File: src/rtl/sfce_pkg.sv
// shared types and constants for the spi nor flash command engine
package sfce_pkg;

  typedef enum logic [4:0] {
    PH_IDLE, PH_STAT, PH_ID, PH_SR3, PH_EN4B, PH_WREN, PH_WRSR3, PH_ERASE,
    PH_CHIP, PH_WRDI, PH_RHDR, PH_RDATA, PH_PHDR, PH_PWANT, PH_PDATA,
    PH_POLL_OP, PH_POLL_DATA, PH_POLL_DLY
  } phase_t;

  typedef enum logic [1:0] {
    WT_EN4B, WT_WREN, WT_CMD
  } wtag_t;

  // input item kinds
  localparam logic [1:0] IK_CMD   = 2'd0;
  localparam logic [1:0] IK_WDATA = 2'd1;
  localparam logic [1:0] IK_RX    = 2'd2;
  localparam logic [1:0] IK_DELAY = 2'd3;

  // result kinds
  localparam logic [2:0] OK_SPI   = 3'd0;
  localparam logic [2:0] OK_RDATA = 3'd1;
  localparam logic [2:0] OK_WANT  = 3'd2;
  localparam logic [2:0] OK_DELAY = 3'd3;
  localparam logic [2:0] OK_DONE  = 3'd4;

  // commands
  localparam logic [2:0] OP_STATUS = 3'd0;
  localparam logic [2:0] OP_ID     = 3'd1;
  localparam logic [2:0] OP_EN4B   = 3'd2;
  localparam logic [2:0] OP_SECTOR = 3'd3;
  localparam logic [2:0] OP_BLOCK  = 3'd4;
  localparam logic [2:0] OP_CHIP   = 3'd5;
  localparam logic [2:0] OP_READ   = 3'd6;
  localparam logic [2:0] OP_PROG   = 3'd7;

  // flash opcodes
  localparam logic [7:0] FC_RDSR1  = 8'h05;
  localparam logic [7:0] FC_RDSR2  = 8'h35;
  localparam logic [7:0] FC_RDSR3  = 8'h15;
  localparam logic [7:0] FC_WRSR3  = 8'h11;
  localparam logic [7:0] FC_RDID   = 8'h9F;
  localparam logic [7:0] FC_EN4B   = 8'hB7;
  localparam logic [7:0] FC_WREN   = 8'h06;
  localparam logic [7:0] FC_WRDI   = 8'h04;
  localparam logic [7:0] FC_CE     = 8'hC7;
  localparam logic [7:0] FC_SE3    = 8'h20;
  localparam logic [7:0] FC_SE4    = 8'h21;
  localparam logic [7:0] FC_BE3    = 8'hD8;
  localparam logic [7:0] FC_BE4    = 8'hDC;
  localparam logic [7:0] FC_FR3    = 8'h0B;
  localparam logic [7:0] FC_FR4    = 8'h0C;
  localparam logic [7:0] FC_PP3    = 8'h02;
  localparam logic [7:0] FC_PP4    = 8'h12;
  localparam logic [7:0] FC_DUMMY  = 8'hFF;
  localparam logic [7:0] SR3_ADP   = 8'h02;

  localparam logic [15:0] POLL_RESET = 16'd50000;

  // register byte addresses
  localparam logic [2:0] RA_FOUR  = 3'd0;
  localparam logic [2:0] RA_LIMIT = 3'd4;

  localparam int unsigned FIFO_DEPTH = 4;

  typedef struct packed {
    logic [2:0]  kind;
    logic [7:0]  tx;
    logic        fe;
    logic [7:0]  rb;
    logic        last;
    logic        st;
    logic [23:0] rv;
  } res_t;

  // results of one item for the result queue
  typedef struct packed {
    logic [1:0] n;
    res_t       r0;
    res_t       r1;
  } wr_t;

endpackage

File: src/rtl/sfce_if.sv
// item and result channel interfaces
interface sfce_in_if;
  logic        valid;
  logic        ready;
  logic [1:0]  kind;
  logic [2:0]  op;
  logic [31:0] address;
  logic [15:0] length;
  logic [7:0]  data_byte;
  modport source (output valid, kind, op, address, length, data_byte, input ready);
  modport sink (input valid, kind, op, address, length, data_byte, output ready);
endinterface

interface sfce_out_if;
  logic        valid;
  logic        ready;
  logic [2:0]  out_kind;
  logic [7:0]  tx_byte;
  logic        frame_end;
  logic [7:0]  read_byte;
  logic        last;
  logic        status;
  logic [23:0] reply_value;
  modport source (output valid, out_kind, tx_byte, frame_end, read_byte, last, status,
                  reply_value, input ready);
  modport sink (input valid, out_kind, tx_byte, frame_end, read_byte, last, status,
                reply_value, output ready);
endinterface

File: src/rtl/spi_nor_flash_command_engine_core.sv
// spi nor flash command engine top level
// results of an accepted item enter the result queue in the following cycle
// throughput: one item per cycle while the queue holds at most two results;
//   an item yields at most two results, and the queue drains one per cycle while out_ch.ready is high
// reset: synchronous active-low rst_n idles the sequencer, empties the queue,
//   and loads four_byte_addr 0 and poll_limit 50000
module spi_nor_flash_command_engine_core #(
  parameter int unsigned PAGE_BYTES = 256
) (
  input  logic        clk,
  input  logic        rst_n,
  sfce_in_if.sink     in_ch,
  sfce_out_if.source  out_ch,
  input  logic        cfg_psel,
  input  logic        cfg_penable,
  input  logic        cfg_pwrite,
  input  logic [2:0]  cfg_paddr,
  input  logic [31:0] cfg_pwdata,
  output logic [31:0] cfg_prdata,
  output logic        cfg_pready
);

  logic           four_byte;
  logic [15:0]    poll_limit;
  logic           go;
  logic           room;
  logic           idle;
  sfce_pkg::wr_t  wr;
  sfce_pkg::res_t head;

  // apb registers, no wait states
  assign cfg_pready = 1'b1;

  sfce_cfg u_cfg (
    .clk        (clk),
    .rst_n      (rst_n),
    .psel       (cfg_psel),
    .penable    (cfg_penable),
    .pwrite     (cfg_pwrite),
    .paddr      (cfg_paddr),
    .pwdata     (cfg_pwdata),
    .prdata     (cfg_prdata),
    .four_byte  (four_byte),
    .poll_limit (poll_limit)
  );

  // an item transfer happens whenever the queue can take its results
  assign in_ch.ready = room;
  assign go          = in_ch.valid & room;

  sfce_step #(.PAGE_BYTES(PAGE_BYTES)) u_step (
    .clk       (clk),
    .rst_n     (rst_n),
    .go        (go),
    .kind      (in_ch.kind),
    .op        (in_ch.op),
    .address   (in_ch.address),
    .length    (in_ch.length),
    .data_byte (in_ch.data_byte),
    .cfg_four  (four_byte),
    .cfg_limit (poll_limit),
    .wr        (wr),
    .idle      (idle)
  );

  // result queue decouples the sequencer from output stalls
  sfce_fifo u_fifo (
    .clk   (clk),
    .rst_n (rst_n),
    .wr    (wr),
    .room  (room),
    .valid (out_ch.valid),
    .pop   (out_ch.ready),
    .head  (head)
  );

  assign out_ch.out_kind    = head.kind;
  assign out_ch.tx_byte     = head.tx;
  assign out_ch.frame_end   = head.fe;
  assign out_ch.read_byte   = head.rb;
  assign out_ch.last        = head.last;
  assign out_ch.status      = head.st;
  assign out_ch.reply_value = head.rv;

  // spi and done fields stay zero outside their result kind
  a_spi_fields: assert property (@(posedge clk) disable iff (!rst_n)
    out_ch.valid && out_ch.out_kind != sfce_pkg::OK_SPI |->
      out_ch.tx_byte == 8'd0 && !out_ch.frame_end)
    else $error("spi fields set on a non-spi result");
  a_done_fields: assert property (@(posedge clk) disable iff (!rst_n)
    out_ch.valid && out_ch.out_kind != sfce_pkg::OK_DONE |->
      !out_ch.status && out_ch.reply_value == 24'd0)
    else $error("done fields set on another result");
  a_cmd_result: assert property (@(posedge clk) disable iff (!rst_n)
    go && in_ch.kind == sfce_pkg::IK_CMD && idle |=> out_ch.valid)
    else $error("command gave no result");

endmodule

File: src/rtl/sfce_cfg.sv
// apb configuration registers
module sfce_cfg (
  input  logic        clk,
  input  logic        rst_n,
  input  logic        psel,
  input  logic        penable,
  input  logic        pwrite,
  input  logic [2:0]  paddr,
  input  logic [31:0] pwdata,
  output logic [31:0] prdata,
  output logic        four_byte,
  output logic [15:0] poll_limit
);

  logic        four_r, four_nxt;
  logic [15:0] lim_r, lim_nxt;
  logic        wr_en;

  assign wr_en = psel & penable & pwrite;

  always_comb begin
    four_nxt = four_r;
    lim_nxt  = lim_r;
    if (wr_en) begin
      unique case (paddr[2])
        sfce_pkg::RA_LIMIT[2]: lim_nxt  = pwdata[15:0];
        default:               four_nxt = pwdata[0];
      endcase
    end
  end

  always_ff @(posedge clk) begin
    if (!rst_n) begin
      four_r <= 1'b0;
      lim_r  <= sfce_pkg::POLL_RESET;
    end else begin
      four_r <= four_nxt;
      lim_r  <= lim_nxt;
    end
  end

  always_comb begin
    unique case (paddr[2])
      sfce_pkg::RA_LIMIT[2]: prdata = {16'd0, lim_r};
      default:               prdata = {31'd0, four_r};
    endcase
  end

  assign four_byte  = four_r;
  assign poll_limit = lim_r;

endmodule

File: src/rtl/sfce_step.sv
// command sequencer state and per-item result logic
module sfce_step #(
  parameter int unsigned PAGE_BYTES = 256
) (
  input  logic           clk,
  input  logic           rst_n,
  input  logic           go,
  input  logic [1:0]     kind,
  input  logic [2:0]     op,
  input  logic [31:0]    address,
  input  logic [15:0]    length,
  input  logic [7:0]     data_byte,
  input  logic           cfg_four,
  input  logic [15:0]    cfg_limit,
  output sfce_pkg::wr_t  wr,
  output logic           idle
);

  // page size must be a power of two
  localparam int unsigned OW = $clog2(PAGE_BYTES);
  localparam int unsigned PW = $clog2(PAGE_BYTES + 1);

  typedef enum logic [2:0] {ACT_NONE, ACT_SEND, ACT_FIN, ACT_POLL, ACT_EMIT} act_t;

  sfce_pkg::phase_t ph_r, ph_nxt;
  sfce_pkg::wtag_t  tag_r, tag_nxt;
  logic [2:0]  op_r, op_nxt;
  logic [31:0] addr_r, addr_nxt;
  logic [15:0] bl_r, bl_nxt;
  logic [PW-1:0] pl_r, pl_nxt;
  logic [15:0] pc_r, pc_nxt;
  logic [23:0] rs_r, rs_nxt;
  logic [7:0]  sr3_r, sr3_nxt;
  logic [2:0]  step_r, step_nxt;
  logic        a4_r, a4_nxt;
  logic        to_r, to_nxt;

  act_t            act;
  sfce_pkg::res_t  emit_r, pre_r;
  logic            pre_v;

  function automatic logic [2:0] frame_len(sfce_pkg::phase_t p, logic a4);
    logic [2:0] al;
    begin
      al = a4 ? 3'd4 : 3'd3;
      case (p)
        sfce_pkg::PH_STAT:  frame_len = 3'd6;
        sfce_pkg::PH_ID:    frame_len = 3'd4;
        sfce_pkg::PH_SR3,
        sfce_pkg::PH_WRSR3: frame_len = 3'd2;
        sfce_pkg::PH_ERASE,
        sfce_pkg::PH_PHDR:  frame_len = 3'(al + 3'd1);
        sfce_pkg::PH_RHDR:  frame_len = 3'(al + 3'd2);
        default:            frame_len = 3'd1;
      endcase
    end
  endfunction

  function automatic sfce_pkg::res_t send_now(sfce_pkg::phase_t p, logic [2:0] s,
      logic a4, logic [31:0] ad, logic bl_nz, logic pl_nz, logic [7:0] sr3,
      logic [2:0] cop);
    sfce_pkg::res_t r;
    logic [2:0] al;
    logic [1:0] sh;
    logic [7:0] oc, ab, b;
    logic       fe;
    begin
      r  = '0;
      al = a4 ? 3'd4 : 3'd3;
      case (cop)
        sfce_pkg::OP_SECTOR: oc = a4 ? sfce_pkg::FC_SE4 : sfce_pkg::FC_SE3;
        sfce_pkg::OP_BLOCK:  oc = a4 ? sfce_pkg::FC_BE4 : sfce_pkg::FC_BE3;
        sfce_pkg::OP_READ:   oc = a4 ? sfce_pkg::FC_FR4 : sfce_pkg::FC_FR3;
        default:             oc = a4 ? sfce_pkg::FC_PP4 : sfce_pkg::FC_PP3;
      endcase
      sh = 2'(al - s);
      case (sh)
        2'd0:    ab = ad[7:0];
        2'd1:    ab = ad[15:8];
        2'd2:    ab = ad[23:16];
        default: ab = ad[31:24];
      endcase
      if (s > al) ab = sfce_pkg::FC_DUMMY;
      case (p)
        sfce_pkg::PH_STAT: begin
          if (s[0]) b = sfce_pkg::FC_DUMMY;
          else if (s[2:1] == 2'd0) b = sfce_pkg::FC_RDSR1;
          else if (s[2:1] == 2'd1) b = sfce_pkg::FC_RDSR2;
          else b = sfce_pkg::FC_RDSR3;
        end
        sfce_pkg::PH_ID:    b = (s == 3'd0) ? sfce_pkg::FC_RDID : sfce_pkg::FC_DUMMY;
        sfce_pkg::PH_SR3:   b = (s == 3'd0) ? sfce_pkg::FC_RDSR3 : sfce_pkg::FC_DUMMY;
        sfce_pkg::PH_EN4B:  b = sfce_pkg::FC_EN4B;
        sfce_pkg::PH_WREN:  b = sfce_pkg::FC_WREN;
        sfce_pkg::PH_WRSR3: b = (s == 3'd0) ? sfce_pkg::FC_WRSR3 : (sr3 | sfce_pkg::SR3_ADP);
        sfce_pkg::PH_CHIP:  b = sfce_pkg::FC_CE;
        sfce_pkg::PH_WRDI:  b = sfce_pkg::FC_WRDI;
        sfce_pkg::PH_ERASE,
        sfce_pkg::PH_PHDR,
        sfce_pkg::PH_RHDR:  b = (s == 3'd0) ? oc : ab;
        default:            b = sfce_pkg::FC_DUMMY;
      endcase
      if (p == sfce_pkg::PH_STAT) fe = s[0];
      else begin
        fe = (3'(s + 3'd1) == frame_len(p, a4));
        if (p == sfce_pkg::PH_RHDR && bl_nz) fe = 1'b0;
        if (p == sfce_pkg::PH_PHDR && pl_nz) fe = 1'b0;
      end
      r.kind = sfce_pkg::OK_SPI;
      r.tx   = b;
      r.fe   = fe;
      send_now = r;
    end
  endfunction

  // next state and the action that the item causes
  always_comb begin
    logic [PW-1:0] n;
    logic [15:0]   lim;
    logic          ok;
    logic [2:0]    st1;
    ph_nxt   = ph_r;
    tag_nxt  = tag_r;
    op_nxt   = op_r;
    addr_nxt = addr_r;
    bl_nxt   = bl_r;
    pl_nxt   = pl_r;
    pc_nxt   = pc_r;
    rs_nxt   = rs_r;
    sr3_nxt  = sr3_r;
    step_nxt = step_r;
    a4_nxt   = a4_r;
    to_nxt   = to_r;
    act      = ACT_NONE;
    emit_r   = '0;
    pre_r    = '0;
    pre_v    = 1'b0;
    n        = PW'(PAGE_BYTES) - PW'(addr_r[OW-1:0]);
    lim      = (cfg_limit == 16'd0) ? 16'd1 : cfg_limit;
    ok       = 1'b0;
    st1      = 3'(step_r + 3'd1);
    if (go) begin
      case (kind)
        sfce_pkg::IK_CMD: begin
          if (ph_r == sfce_pkg::PH_IDLE) begin
            op_nxt   = op;
            addr_nxt = address;
            bl_nxt   = length;
            a4_nxt   = cfg_four;
            to_nxt   = 1'b0;
            rs_nxt   = '0;
            step_nxt = '0;
            act      = ACT_SEND;
            case (op)
              sfce_pkg::OP_STATUS: ph_nxt = sfce_pkg::PH_STAT;
              sfce_pkg::OP_ID:     ph_nxt = sfce_pkg::PH_ID;
              sfce_pkg::OP_EN4B:   ph_nxt = sfce_pkg::PH_SR3;
              sfce_pkg::OP_READ:   ph_nxt = sfce_pkg::PH_RHDR;
              default:             ph_nxt = sfce_pkg::PH_WREN;
            endcase
          end
        end
        sfce_pkg::IK_WDATA: begin
          if (ph_r == sfce_pkg::PH_PWANT) begin
            ph_nxt      = sfce_pkg::PH_PDATA;
            act         = ACT_EMIT;
            emit_r.kind = sfce_pkg::OK_SPI;
            emit_r.tx   = data_byte;
            emit_r.fe   = (pl_r == PW'(1));
          end
        end
        sfce_pkg::IK_DELAY: begin
          if (ph_r == sfce_pkg::PH_POLL_DLY) begin
            ph_nxt      = sfce_pkg::PH_POLL_OP;
            act         = ACT_EMIT;
            emit_r.kind = sfce_pkg::OK_SPI;
            emit_r.tx   = sfce_pkg::FC_RDSR1;
          end
        end
        default: begin
          unique case (ph_r)
            sfce_pkg::PH_IDLE, sfce_pkg::PH_PWANT, sfce_pkg::PH_POLL_DLY: ;
            sfce_pkg::PH_RDATA: begin
              pre_v       = 1'b1;
              pre_r.kind  = sfce_pkg::OK_RDATA;
              pre_r.rb    = data_byte;
              pre_r.last  = (bl_r == 16'd1);
              bl_nxt      = bl_r - 16'd1;
              if (bl_nxt == 16'd0) begin
                ph_nxt = sfce_pkg::PH_IDLE;
                act    = ACT_FIN;
              end else begin
                act         = ACT_EMIT;
                emit_r.kind = sfce_pkg::OK_SPI;
                emit_r.tx   = sfce_pkg::FC_DUMMY;
                emit_r.fe   = (bl_nxt == 16'd1);
              end
            end
            sfce_pkg::PH_PDATA: begin
              pl_nxt   = pl_r - PW'(1);
              addr_nxt = addr_r + 32'd1;
              if (pl_nxt != '0) begin
                ph_nxt      = sfce_pkg::PH_PWANT;
                act         = ACT_EMIT;
                emit_r.kind = sfce_pkg::OK_WANT;
              end else begin
                tag_nxt = sfce_pkg::WT_CMD;
                pc_nxt  = '0;
                ph_nxt  = sfce_pkg::PH_POLL_OP;
                act     = ACT_POLL;
              end
            end
            sfce_pkg::PH_POLL_OP: begin
              ph_nxt      = sfce_pkg::PH_POLL_DATA;
              act         = ACT_EMIT;
              emit_r.kind = sfce_pkg::OK_SPI;
              emit_r.tx   = sfce_pkg::FC_DUMMY;
              emit_r.fe   = 1'b1;
            end
            sfce_pkg::PH_POLL_DATA: begin
              if (!data_byte[0]) begin
                ok = 1'b1;
              end else begin
                pc_nxt = pc_r + 16'd1;
                if (pc_nxt >= lim) begin
                  to_nxt = 1'b1;
                end else begin
                  ph_nxt      = sfce_pkg::PH_POLL_DLY;
                  act         = ACT_EMIT;
                  emit_r.kind = sfce_pkg::OK_DELAY;
                end
              end
              // wait over, good or timed out
              if (ok || pc_nxt >= lim) begin
                step_nxt = '0;
                act      = ACT_SEND;
                unique case (tag_r)
                  sfce_pkg::WT_EN4B: begin
                    if (ok) ph_nxt = sfce_pkg::PH_WREN;
                    else act = ACT_FIN;
                  end
                  sfce_pkg::WT_WREN: begin
                    case (op_r)
                      sfce_pkg::OP_EN4B: begin
                        if (ok) ph_nxt = sfce_pkg::PH_WRSR3;
                        else begin
                          tag_nxt = sfce_pkg::WT_CMD;
                          act     = ACT_POLL;
                        end
                      end
                      sfce_pkg::OP_SECTOR, sfce_pkg::OP_BLOCK:
                        ph_nxt = ok ? sfce_pkg::PH_ERASE : sfce_pkg::PH_WRDI;
                      sfce_pkg::OP_CHIP:
                        ph_nxt = ok ? sfce_pkg::PH_CHIP : sfce_pkg::PH_WRDI;
                      sfce_pkg::OP_PROG: begin
                        if (ok) begin
                          // open the next page, cut at the page boundary
                          if (bl_r > 16'(n)) begin
                            bl_nxt = bl_r - 16'(n);
                            pl_nxt = n;
                          end else begin
                            pl_nxt = PW'(bl_r);
                            bl_nxt = '0;
                          end
                          ph_nxt = sfce_pkg::PH_PHDR;
                        end else begin
                          ph_nxt = sfce_pkg::PH_WREN;
                        end
                      end
                      default: act = ACT_FIN;
                    endcase
                  end
                  default: begin
                    if (op_r == sfce_pkg::OP_EN4B) act = ACT_FIN;
                    else if (op_r == sfce_pkg::OP_PROG && bl_r != 16'd0)
                      ph_nxt = sfce_pkg::PH_WREN;
                    else if (op_r >= sfce_pkg::OP_SECTOR) ph_nxt = sfce_pkg::PH_WRDI;
                    else act = ACT_FIN;
                  end
                endcase
                if (act == ACT_FIN) ph_nxt = sfce_pkg::PH_IDLE;
                if (act == ACT_POLL) begin
                  pc_nxt = '0;
                  ph_nxt = sfce_pkg::PH_POLL_OP;
                end
              end
            end
            default: begin
              // frame byte answered: capture, then next byte or end of frame
              if ((ph_r == sfce_pkg::PH_STAT && step_r[0]) ||
                  (ph_r == sfce_pkg::PH_ID && step_r != 3'd0))
                rs_nxt = {rs_r[15:0], data_byte};
              if (ph_r == sfce_pkg::PH_SR3 && step_r == 3'd1) sr3_nxt = data_byte;
              step_nxt = st1;
              if (st1 < frame_len(ph_r, a4_r)) begin
                act = ACT_SEND;
              end else begin
                step_nxt = '0;
                case (ph_r)
                  sfce_pkg::PH_SR3: begin
                    if (sr3_nxt[0]) act = ACT_FIN;
                    else begin
                      ph_nxt = sfce_pkg::PH_EN4B;
                      act    = ACT_SEND;
                    end
                  end
                  sfce_pkg::PH_EN4B: begin
                    tag_nxt = sfce_pkg::WT_EN4B;
                    act     = ACT_POLL;
                  end
                  sfce_pkg::PH_WREN: begin
                    tag_nxt = sfce_pkg::WT_WREN;
                    act     = ACT_POLL;
                  end
                  sfce_pkg::PH_WRSR3, sfce_pkg::PH_ERASE, sfce_pkg::PH_CHIP: begin
                    tag_nxt = sfce_pkg::WT_CMD;
                    act     = ACT_POLL;
                  end
                  sfce_pkg::PH_RHDR: begin
                    if (bl_r == 16'd0) act = ACT_FIN;
                    else begin
                      ph_nxt      = sfce_pkg::PH_RDATA;
                      act         = ACT_EMIT;
                      emit_r.kind = sfce_pkg::OK_SPI;
                      emit_r.tx   = sfce_pkg::FC_DUMMY;
                      emit_r.fe   = (bl_r == 16'd1);
                    end
                  end
                  sfce_pkg::PH_PHDR: begin
                    if (pl_r == '0) begin
                      tag_nxt = sfce_pkg::WT_CMD;
                      act     = ACT_POLL;
                    end else begin
                      ph_nxt      = sfce_pkg::PH_PWANT;
                      act         = ACT_EMIT;
                      emit_r.kind = sfce_pkg::OK_WANT;
                    end
                  end
                  default: act = ACT_FIN;
                endcase
                if (act == ACT_FIN) ph_nxt = sfce_pkg::PH_IDLE;
                if (act == ACT_POLL) begin
                  pc_nxt = '0;
                  ph_nxt = sfce_pkg::PH_POLL_OP;
                end
              end
            end
          endcase
        end
      endcase
    end
  end

  // results written to the queue
  always_comb begin
    sfce_pkg::res_t ra;
    ra = '0;
    case (act)
      ACT_SEND: ra = send_now(ph_nxt, step_nxt, a4_nxt, addr_nxt, bl_nxt != 16'd0,
                              pl_nxt != '0, sr3_nxt, op_nxt);
      ACT_FIN: begin
        ra.kind = sfce_pkg::OK_DONE;
        ra.st   = to_nxt;
        if (op_nxt <= sfce_pkg::OP_ID) ra.rv = rs_nxt;
        else if (op_nxt == sfce_pkg::OP_EN4B) ra.rv = {16'd0, sr3_nxt};
      end
      ACT_POLL: begin
        ra.kind = sfce_pkg::OK_SPI;
        ra.tx   = sfce_pkg::FC_RDSR1;
      end
      ACT_EMIT: ra = emit_r;
      default:  ra = '0;
    endcase
    if (pre_v) begin
      wr.n  = 2'd2;
      wr.r0 = pre_r;
      wr.r1 = ra;
    end else begin
      wr.n  = (act != ACT_NONE) ? 2'd1 : 2'd0;
      wr.r0 = ra;
      wr.r1 = '0;
    end
  end

  always_ff @(posedge clk) begin
    if (!rst_n) begin
      ph_r   <= sfce_pkg::PH_IDLE;
      tag_r  <= sfce_pkg::WT_EN4B;
      op_r   <= '0;
      addr_r <= '0;
      bl_r   <= '0;
      pl_r   <= '0;
      pc_r   <= '0;
      rs_r   <= '0;
      sr3_r  <= '0;
      step_r <= '0;
      a4_r   <= 1'b0;
      to_r   <= 1'b0;
    end else begin
      ph_r   <= ph_nxt;
      tag_r  <= tag_nxt;
      op_r   <= op_nxt;
      addr_r <= addr_nxt;
      bl_r   <= bl_nxt;
      pl_r   <= pl_nxt;
      pc_r   <= pc_nxt;
      rs_r   <= rs_nxt;
      sr3_r  <= sr3_nxt;
      step_r <= step_nxt;
      a4_r   <= a4_nxt;
      to_r   <= to_nxt;
    end
  end

  assign idle = (ph_r == sfce_pkg::PH_IDLE);

  a_step_max: assert property (@(posedge clk) disable iff (!rst_n)
    step_r < 3'd6)
    else $error("frame byte step out of range");
  a_poll_lim: assert property (@(posedge clk) disable iff (!rst_n)
    ph_r == sfce_pkg::PH_POLL_DLY |-> pc_r != 16'd0)
    else $error("poll delay without a busy reading");
  a_cmd_start: assert property (@(posedge clk) disable iff (!rst_n)
    go && kind == sfce_pkg::IK_CMD && idle |=> !idle)
    else $error("command did not start");

endmodule

File: src/rtl/sfce_fifo.sv
// result queue, up to two writes and one read per cycle
module sfce_fifo (
  input  logic           clk,
  input  logic           rst_n,
  input  sfce_pkg::wr_t  wr,
  output logic           room,
  output logic           valid,
  input  logic           pop,
  output sfce_pkg::res_t head
);

  localparam int unsigned AW = $clog2(sfce_pkg::FIFO_DEPTH);

  sfce_pkg::res_t mem_r [sfce_pkg::FIFO_DEPTH];
  logic [AW-1:0] wp_r, wp_nxt, rp_r, rp_nxt;
  logic [AW:0]   cnt_r, cnt_nxt;
  logic          do_pop;

  assign do_pop = pop & valid;

  always_comb begin
    wp_nxt  = wp_r + AW'(wr.n);
    rp_nxt  = rp_r + AW'(do_pop);
    cnt_nxt = cnt_r + (AW + 1)'(wr.n) - (AW + 1)'(do_pop);
  end

  always_ff @(posedge clk) begin
    if (!rst_n) begin
      wp_r  <= '0;
      rp_r  <= '0;
      cnt_r <= '0;
    end else begin
      wp_r  <= wp_nxt;
      rp_r  <= rp_nxt;
      cnt_r <= cnt_nxt;
    end
  end

  always_ff @(posedge clk) begin
    if (wr.n != 2'd0) mem_r[wp_r] <= wr.r0;
    if (wr.n == 2'd2) mem_r[AW'(wp_r + AW'(1))] <= wr.r1;
  end

  assign valid = (cnt_r != '0);
  assign room  = (cnt_r <= (AW + 1)'(sfce_pkg::FIFO_DEPTH - 2));
  assign head  = mem_r[rp_r];

  a_no_over: assert property (@(posedge clk) disable iff (!rst_n)
    cnt_r <= (AW + 1)'(sfce_pkg::FIFO_DEPTH))
    else $error("result queue overflow");
  a_write_room: assert property (@(posedge clk) disable iff (!rst_n)
    wr.n != 2'd0 |-> room)
    else $error("write without room");

endmodule
File: src/flat_wrapper.sv
// flat-port wrapper written by rule: the top's interface ports become plain ports
module spi_nor_flash_command_engine_core_flat 
#(
  parameter int unsigned PAGE_BYTES = 256
)
  (clk, rst_n, cfg_psel, cfg_penable, cfg_pwrite, cfg_paddr, cfg_pwdata, cfg_prdata, cfg_pready, in_ch_valid, in_ch_kind, in_ch_op, in_ch_address, in_ch_length, in_ch_data_byte, in_ch_ready, out_ch_valid, out_ch_out_kind, out_ch_tx_byte, out_ch_frame_end, out_ch_read_byte, out_ch_last, out_ch_status, out_ch_reply_value, out_ch_ready);
  sfce_in_if in_ch_i ();
  sfce_out_if out_ch_i ();
  input  logic clk;
  input  logic rst_n;
  input  logic cfg_psel;
  input  logic cfg_penable;
  input  logic cfg_pwrite;
  input  logic [2:0] cfg_paddr;
  input  logic [31:0] cfg_pwdata;
  output logic [31:0] cfg_prdata;
  output logic cfg_pready;
  input wire logic [$bits(in_ch_i.valid)-1:0] in_ch_valid;
  input wire logic [$bits(in_ch_i.kind)-1:0] in_ch_kind;
  input wire logic [$bits(in_ch_i.op)-1:0] in_ch_op;
  input wire logic [$bits(in_ch_i.address)-1:0] in_ch_address;
  input wire logic [$bits(in_ch_i.length)-1:0] in_ch_length;
  input wire logic [$bits(in_ch_i.data_byte)-1:0] in_ch_data_byte;
  output wire logic [$bits(in_ch_i.ready)-1:0] in_ch_ready;
  output wire logic [$bits(out_ch_i.valid)-1:0] out_ch_valid;
  output wire logic [$bits(out_ch_i.out_kind)-1:0] out_ch_out_kind;
  output wire logic [$bits(out_ch_i.tx_byte)-1:0] out_ch_tx_byte;
  output wire logic [$bits(out_ch_i.frame_end)-1:0] out_ch_frame_end;
  output wire logic [$bits(out_ch_i.read_byte)-1:0] out_ch_read_byte;
  output wire logic [$bits(out_ch_i.last)-1:0] out_ch_last;
  output wire logic [$bits(out_ch_i.status)-1:0] out_ch_status;
  output wire logic [$bits(out_ch_i.reply_value)-1:0] out_ch_reply_value;
  input wire logic [$bits(out_ch_i.ready)-1:0] out_ch_ready;
  assign in_ch_i.valid = in_ch_valid;
  assign in_ch_i.kind = in_ch_kind;
  assign in_ch_i.op = in_ch_op;
  assign in_ch_i.address = in_ch_address;
  assign in_ch_i.length = in_ch_length;
  assign in_ch_i.data_byte = in_ch_data_byte;
  assign in_ch_ready = in_ch_i.ready;
  assign out_ch_valid = out_ch_i.valid;
  assign out_ch_out_kind = out_ch_i.out_kind;
  assign out_ch_tx_byte = out_ch_i.tx_byte;
  assign out_ch_frame_end = out_ch_i.frame_end;
  assign out_ch_read_byte = out_ch_i.read_byte;
  assign out_ch_last = out_ch_i.last;
  assign out_ch_status = out_ch_i.status;
  assign out_ch_reply_value = out_ch_i.reply_value;
  assign out_ch_i.ready = out_ch_ready;
  spi_nor_flash_command_engine_core #(.PAGE_BYTES(PAGE_BYTES)) u_core (.clk(clk), .rst_n(rst_n), .in_ch(in_ch_i), .out_ch(out_ch_i), .cfg_psel(cfg_psel), .cfg_penable(cfg_penable), .cfg_pwrite(cfg_pwrite), .cfg_paddr(cfg_paddr), .cfg_pwdata(cfg_pwdata), .cfg_prdata(cfg_prdata), .cfg_pready(cfg_pready));
endmodule
File: config.mk
export PLATFORM = sky130hd
export DESIGN_NAME = spi_nor_flash_command_engine_core_flat
export DESIGN_NICKNAME = d
export VERILOG_FILES = /design/src/rtl/sfce_pkg.sv /design/src/rtl/sfce_if.sv /design/src/rtl/spi_nor_flash_command_engine_core.sv /design/src/rtl/sfce_cfg.sv /design/src/rtl/sfce_step.sv /design/src/rtl/sfce_fifo.sv /design/src/flat_wrapper.sv
export SDC_FILE = /design/constraint.sdc
export NUM_CORES = 1
export LEC_CHECK = 0
export BUFFER_PORTS_ARGS = -buffer_cell sky130_fd_sc_hd__clkbuf_2
export CAP_MARGIN = 20
export CORE_ASPECT_RATIO = 0.5
export CORE_MARGIN = 3
export CORE_UTILIZATION = 61
export DETAILED_ROUTE_END_ITERATION = 8
export PLACE_DENSITY_LB_ADDON = 0.05
export SLEW_MARGIN = 20
export SYNTH_ARGS = -nofsm -noshare
export SYNTH_HDL_FRONTEND = slang
export SYNTH_SLANG_ARGS = --single-unit
File: constraint.sdc
create_clock -name clk -period 6.64 [get_ports clk]
set_clock_uncertainty 0.2 [all_clocks]
set_input_delay 0.332 -clock clk [delete_from_list [all_inputs] [get_ports clk]]
set_output_delay 0.332 -clock clk [all_outputs]
set_load 0.03 [all_outputs]
==> impl_metrics.ini, run 1 <==
[worst_setup_path]
critPathCaptureType = register
reg2reg_from = u_core.u_step.pc_r[0]
critPathMaxFanout = 13
cp.required_ps = 6890
critPathArrivalTime_ps = 6550
worstRegToRegCells = 21
worst_path_largest_cell_delay_ps = 710
ff2ff_setup_slack_ps = 330
crit_type = reg2reg
crit_path_start_kind = register
r2r-end = u_core.u_fifo.mem_r[2][34]
crit_chain = ha_1, and3_1, and3_1, nand2_1, nor2_2, nand3_1, xnor2_1, ha_1, nand2_1, a2bb2oi_1, or4bb_1, nor3_1, o21ai_0, a211oi_1, buf_4, or4_1, a211oi_1, a2111oi_1, nand4_1, o31ai_2, and2_1
crit_slowest_cell = nor3_1

[layout]
final_cell_mix = 348 x nor2_1, 178 x dfxtp_1, 175 x a21oi_1
final_cell_area_um2 = 23800
layout.nets = 2681
postLayoutCoreUtil = 0.710
drive_above_1_share = 0.155
area_growth_syn_to_layout_pct = 13.3
final_common_cell = nor2_1

[route]
drt.antenna.violating_nets = 0
firstDrtPassIters = 6
viasPerCell = 6.66
drc = 0
routed_wl_um = 68100
via_count = 19830
dr.first_iter.drc_count = 2329
wire_per_inst_um = 22.9

[floorplan]
design.die.area_um2 = 36800
die_width_um = 268
rows = 47
die_y_um = 137
start_util = 0.627
ios = 184
core_um2 = 33500

[yosys]
ys.flop_type = dfxtp_1
synth.yosys.seq_area_share = 0.384
synth-seq-cells = 328
synth-edff-count = 148
synth.distinct_cells = 106
synth_area_per_cell_um2 = 8.87
synth_cells = 2365
ys_warn_count = 0
syn_area_um2 = 21000
async_reset_ff_frac = 0

[place]
gp_congestion = 1.06
port_buffers = 148
dpl.hpwl_um = 47200
placed_cell_area_um2 = 22000

[clock_tree]
htree_levels = 1
clock_latency_ps = 610
cts_sinks = 328
cts_inserted_buffers = 29
cts_tree = built
clockRootBuffer = clkbuf_16
path_clk_slew_ps = 70
clockBufferDepth = 3

[grt]
grt_pass1_vias = 18563
grt_max_degree = 64
grt_first_pass_wirelength_um = 104000
antenna_found_initial = 2
track_usage = 0.363
grt-ovfl-total = 0

[sta]
timing.final.crit_share = 0.950
timing.hold.ws_ps = 3.62
worstMarginPinSlew_ps = 1150
relSlewSlack = 0.215
fin_crit_ps = 6310
final_max_slew_viol_count = 0
finalSetupViolCount = 0
max_freq_mhz = 159
hold_violations = 0

[pwr]
irDropWorstVdd_mv = 0.194
power.density_nw_per_um2 = 265
leakage_nw = 8.62

[worst_hold_path]
min_path_cells = 4
min_delay_worst_endpoint = u_core.u_fifo.rp_r[0]
hold_start = out_ch_ready
min_path_type = in2reg

[run_status]
status = finished clean

[run]
maxCapViolCount = 0
layout make-up:
class | instances | area (µm²)
sequential | 328 | 8050
multi-input combinational | 1801 | 12000
timing repair buffer | 286 | 1940
inverter | 65 | 246
antenna | 2 | 5.00
tap | 441 | 552
fill | 2672 | 9710
clock buffer | 43 | 880
clock inverter | 11 | 96.3
power by group:
| part | total, mW | internal, mW | leakage (nW) | switching (mW) |
|---|---|---|---|---|
| clock network | 1.77 | 0.960 | 0.486 | 0.810 |
| logic | 2.09 | 0.738 | 5.40 | 1.35 |
| registers | 2.45 | 2.27 | 2.74 | 0.176 |
worst max path at each step:
stage	start	end	slack, ps	cells after the start
after floorplan	in_ch_data_byte[0]	u_core.u_fifo.mem_r[2][41]	560	23
after global placement	u_core.u_step.pc_r[0]	u_core.u_fifo.mem_r[2][41]	330	25
after detailed placement	u_core.u_step.pc_r[0]	u_core.u_fifo.mem_r[3][36]	150	26
after CTS	u_core.u_step.pc_r[0]	u_core.u_fifo.mem_r[2][41]	110	25
after global routing	u_core.u_step.pc_r[0]	u_core.u_fifo.mem_r[0][36]	-60	28
final	u_core.u_step.pc_r[0]	u_core.u_fifo.mem_r[2][34]	330	21
worst max-delay path, delay by kind of cell (launching register included):
kind | cells | cell delay, ps
compound gates | 6 | 1630
fa+ha+maj | 2 | 550
simple gates | 11 | 2920
xor+xnor | 1 | 140
flops | 1 | 420
buf+inv | 1 | 260
state kept, by name (all words and copies together) (netlist names):
name / count
u_core.u_fifo.mem_r: 184
u_core.u_step.addr_r: 32
u_core.u_step.rs_r: 24
u_core.u_cfg.poll_limit: 16
u_core.u_step.bl_r: 16
u_core.u_step.pc_r: 16
u_core.u_step.pl_r: 9
u_core.u_step.sr3_r: 8
u_core.u_step.ph_r: 5
u_core.u_fifo.cnt_r: 3
u_core.u_step.op_r: 3
u_core.u_step.step_r: 3
u_core.u_fifo.rp_r: 2
u_core.u_fifo.wp_r: 2
u_core.u_step.tag_r: 2
u_core.u_cfg.four_byte: 1
u_core.u_step.a4_r: 1
u_core.u_step.to_r: 1
routing by layer:
metal  part of all wire  routed length [µm]  vias to the layer above  global-route usage
li1                   -                   -                     9066                   -
met1               0.41               28100                     9489               0.498
met2               0.45               30400                     1117               0.577
met3               0.11                7330                      158              0.0781
met4              0.033                2250                        0               0.116
met5                  0                   0                        -                   0
timing repair:
item / in CTS / in global routing
endpoints found under the hold margin: 83 / 0
hold buffers: 66 / 0
setup endpoints to repair: 0 / 30
buffers inserted: 0 / 0
resized for setup: 0 / 10
kinds of logic after synthesis:
kind of cell	count (synthesis)	synth area share
AND/OR/NAND/NOR	977	0.237
AO/OA/AOI/OAI	599	0.194
multiplexers	79	0.0662
flip-flops	328	0.384
XOR/XNOR	60	0.0251
other	2	0.000358
adder cells (fa/ha/maj)	68	0.0412
buffers and inverters	252	0.0530
Yosys cell counts (all sizes together) (14+ instances only):
cell      n  area (µm²)
clkbuf  115         433
edfxtp  148        4440
a31oi    18         128
nor2b    24         150
nand4    32         200
o21ai   105         529
nand2   167         629
a22o     49         429
or3      32         200
xor2     19         166
nand2b   51         319
mux2i    24         240
nor2    352        1320
nor4     38         297
inv      65         244
and3     44         275
o31ai    14         110
ha       65         813
o211ai   33         248
nor3     61         332
dfxtp   180        3600
xnor2    41         359
buf      72         434
a211oi   24         185
or4      16         124
and2     40         250
mux4     47        1060
a21oi   178         898
nand3    49         245
through the flow:
step | setup TNS [ps] | instances | total power, mW | setup slack, ps
after global routing | -206 | 2977 | 6.53 | -60.6
after CTS | 0 | 2973 | 6.26 | 110
after detailed placement | 0 | 2853 | 4.49 | 151
after global placement | 0 | 2853 | 4.47 | 326
after floorplan | 0 | 2380 | 3.88 | 564
final | 0 | 2977 | 6.30 | 334
Note: power is estimated with default switching activity, not from simulation.
==> run 2: changes to the inputs <==
--- a/config.mk
+++ b/config.mk
@@ -7,7 +7,7 @@
 export LEC_CHECK = 0
 export BUFFER_PORTS_ARGS = -buffer_cell sky130_fd_sc_hd__clkbuf_2
 export CAP_MARGIN = 20
-export CORE_ASPECT_RATIO = 0.5
+export CORE_ASPECT_RATIO = 0.75
 export CORE_MARGIN = 3
 export CORE_UTILIZATION = 61
 export DETAILED_ROUTE_END_ITERATION = 8
==> run 2 against run 1 <==
First-iteration DRC count rose by 28%. Power grew 4.1%. Critical path type unchanged. Cell count rose by 0.30%. Setup slack lost 67 ps. Sequential share of layout area down 0.12 points. Critical path depth is 3 higher.
==> impl_metrics.ini, run 2 (synthesis results as in run 1) <==
[sta]
rsz0062_at_grt = no
worstMarginPinSlew_ps = 1220
finalSetupViolCount = 0
relSlewSlack = 0.168
final_max_slew_viol_count = 0
timing.final.crit_share = 0.960
max_freq_mhz = 157
fin_crit_ps = 6370
hold_violations = 0
setup_tns_ps = 0
timing.hold.ws_ps = 16.5

[clock_tree]
clock_latency_ps = 550
postCtsSetupBuffers = 0
clockRootBuffer = clkbuf_16
cts_inserted_buffers = 35
cts_tree = built
path_clk_slew_ps = 70
htree_levels = 2
clockBufferDepth = 3
cts_sinks = 328

[route]
viasPerCell = 6.75
drc = 0
via_count = 20152
dr.first_iter.drc_count = 2981
firstDrtPassIters = 7
drt.antenna.violating_nets = 0
wire_per_inst_um = 23.3
routed_wl_um = 69600

[run_status]
status = finished clean

[layout]
multiInputGateArea_um2 = 11900
largest_reg_flops = 184
drive_above_1_share = 0.161
reg.largest.list = u_core.u_fifo.mem_r x184, u_core.u_step.addr_r x32, u_core.u_step.rs_r x24
layout.nets = 2678
area_growth_syn_to_layout_pct = 13.7
final_common_cell = nor2_1
regMostFlops = u_core.u_fifo.mem_r
final_cell_mix = 348 x nor2_1, 177 x dfxtp_1, 176 x a21oi_1
n_fill_cell = 2578
register_area_um2 = 8050

[worst_setup_path]
cp.required_ps = 6720
crit_path_start_kind = register
crit_chain = and3_1, and3_1, and3_1, buf_4, nand2_1, nor3_1, xor2_1, ha_1, a21oi_1, o211ai_1, a211oi_2, a21oi_1, o31ai_2, a22o_1, ha_1, xor2_2, buf_4, buf_4, mux2i_1, a2111oi_0, buf_4, o2111ai_1, a21oi_1, nor2_1
crit_slowest_cell = a2111oi_0
critPathArrivalTime_ps = 6460
crit_top_cell = buf_4
critPathCaptureType = register
critPathMaxFanout = 9
crit_type = reg2reg
worst_path_largest_cell_delay_ps = 530
worstRegToRegCells = 24

[floorplan]
core_um2 = 33700
die_y_um = 167
die_width_um = 220
rows = 58
start_util = 0.623
design.die.area_um2 = 36700
ios = 184

[grt]
grt_pass1_vias = 18958
grt-ovfl-total = 0
track_usage = 0.372
antenna_found_initial = 2
grt_max_degree = 64
grt_first_pass_wirelength_um = 108000

[worst_hold_path]
min_path_type = in2reg
min_path_cells = 2

[pwr]
power_mw = 6.56
power.density_nw_per_um2 = 275
irDropWorstVdd_mv = 0.307
leakage_nw = 8.70

[place]
port_buffers = 148
dpl.hpwl_um = 49200
gp_congestion = 1.06

[run]
maxCapViolCount = 0
## run 2: what timing repair did
action	in CTS	in global routing
endpoints found under the setup margin	0	41
hold buffers	46	0
gates resized for setup	0	5
hold endpoints to repair	46	0
## run 2: final timing paths
path,startpoint,end,slack [ps]
hold reg to reg,u_core.u_fifo.mem_r[0][25],u_core.u_fifo.mem_r[0][25],250
setup reg to reg,u_core.u_step.pc_r[2],u_core.u_fifo.mem_r[1][41],270
setup / recovery,u_core.u_step.pc_r[2],u_core.u_fifo.mem_r[1][41],270
hold / removal,in_ch_data_byte[7],u_core.u_fifo.mem_r[2][33],20
## run 2: metal layers
layer,share of wire,track usage,up-vias
met5,0,0,-
met4,0.026,0.103,0
met3,0.13,0.0839,146
met2,0.43,0.552,1326
met1,0.41,0.549,9631
li1,-,-,9049
## run 2: final cells by class
type                            count  area share
Multi-Input combinational cell   1800       0.500
Antenna cell                        1    0.000105
Tap cell                          450      0.0236
Clock inverter                     14     0.00588
Inverter                           65      0.0103
Sequential cell                   328       0.338
Clock buffer                       50      0.0429
Timing Repair Buffer              278      0.0789
## run 2: power by group
part | internal (mW) | switching [mW] | total (mW)
clock network | 1.13 | 0.860 | 1.99
registers | 2.27 | 0.176 | 2.45
logic | 0.752 | 1.38 | 2.13
## run 2: through the flow
stage                     utilization  worst slack [ps]  area, µm²  cells
after floorplan                     -               564      21000   2380
after global placement          0.659               453      22200   2875
after detailed placement        0.659               271      22200   2875
after CTS                       0.707               208      23800   2985
after global routing            0.708              29.4      23800   2985
final                           0.708               266      23800   2986
## run 2: critical path: cells and delay by family (launching register included)
family | cells | cell delay (ps)
AO/OA/AOI/OAI | 9 | 2350
AND/OR/NAND/NOR | 6 | 1140
buffers and inverters | 4 | 790
adder cells (fa/ha/maj) | 2 | 590
XOR/XNOR | 2 | 530
flip-flops | 1 | 410
multiplexers | 1 | 90
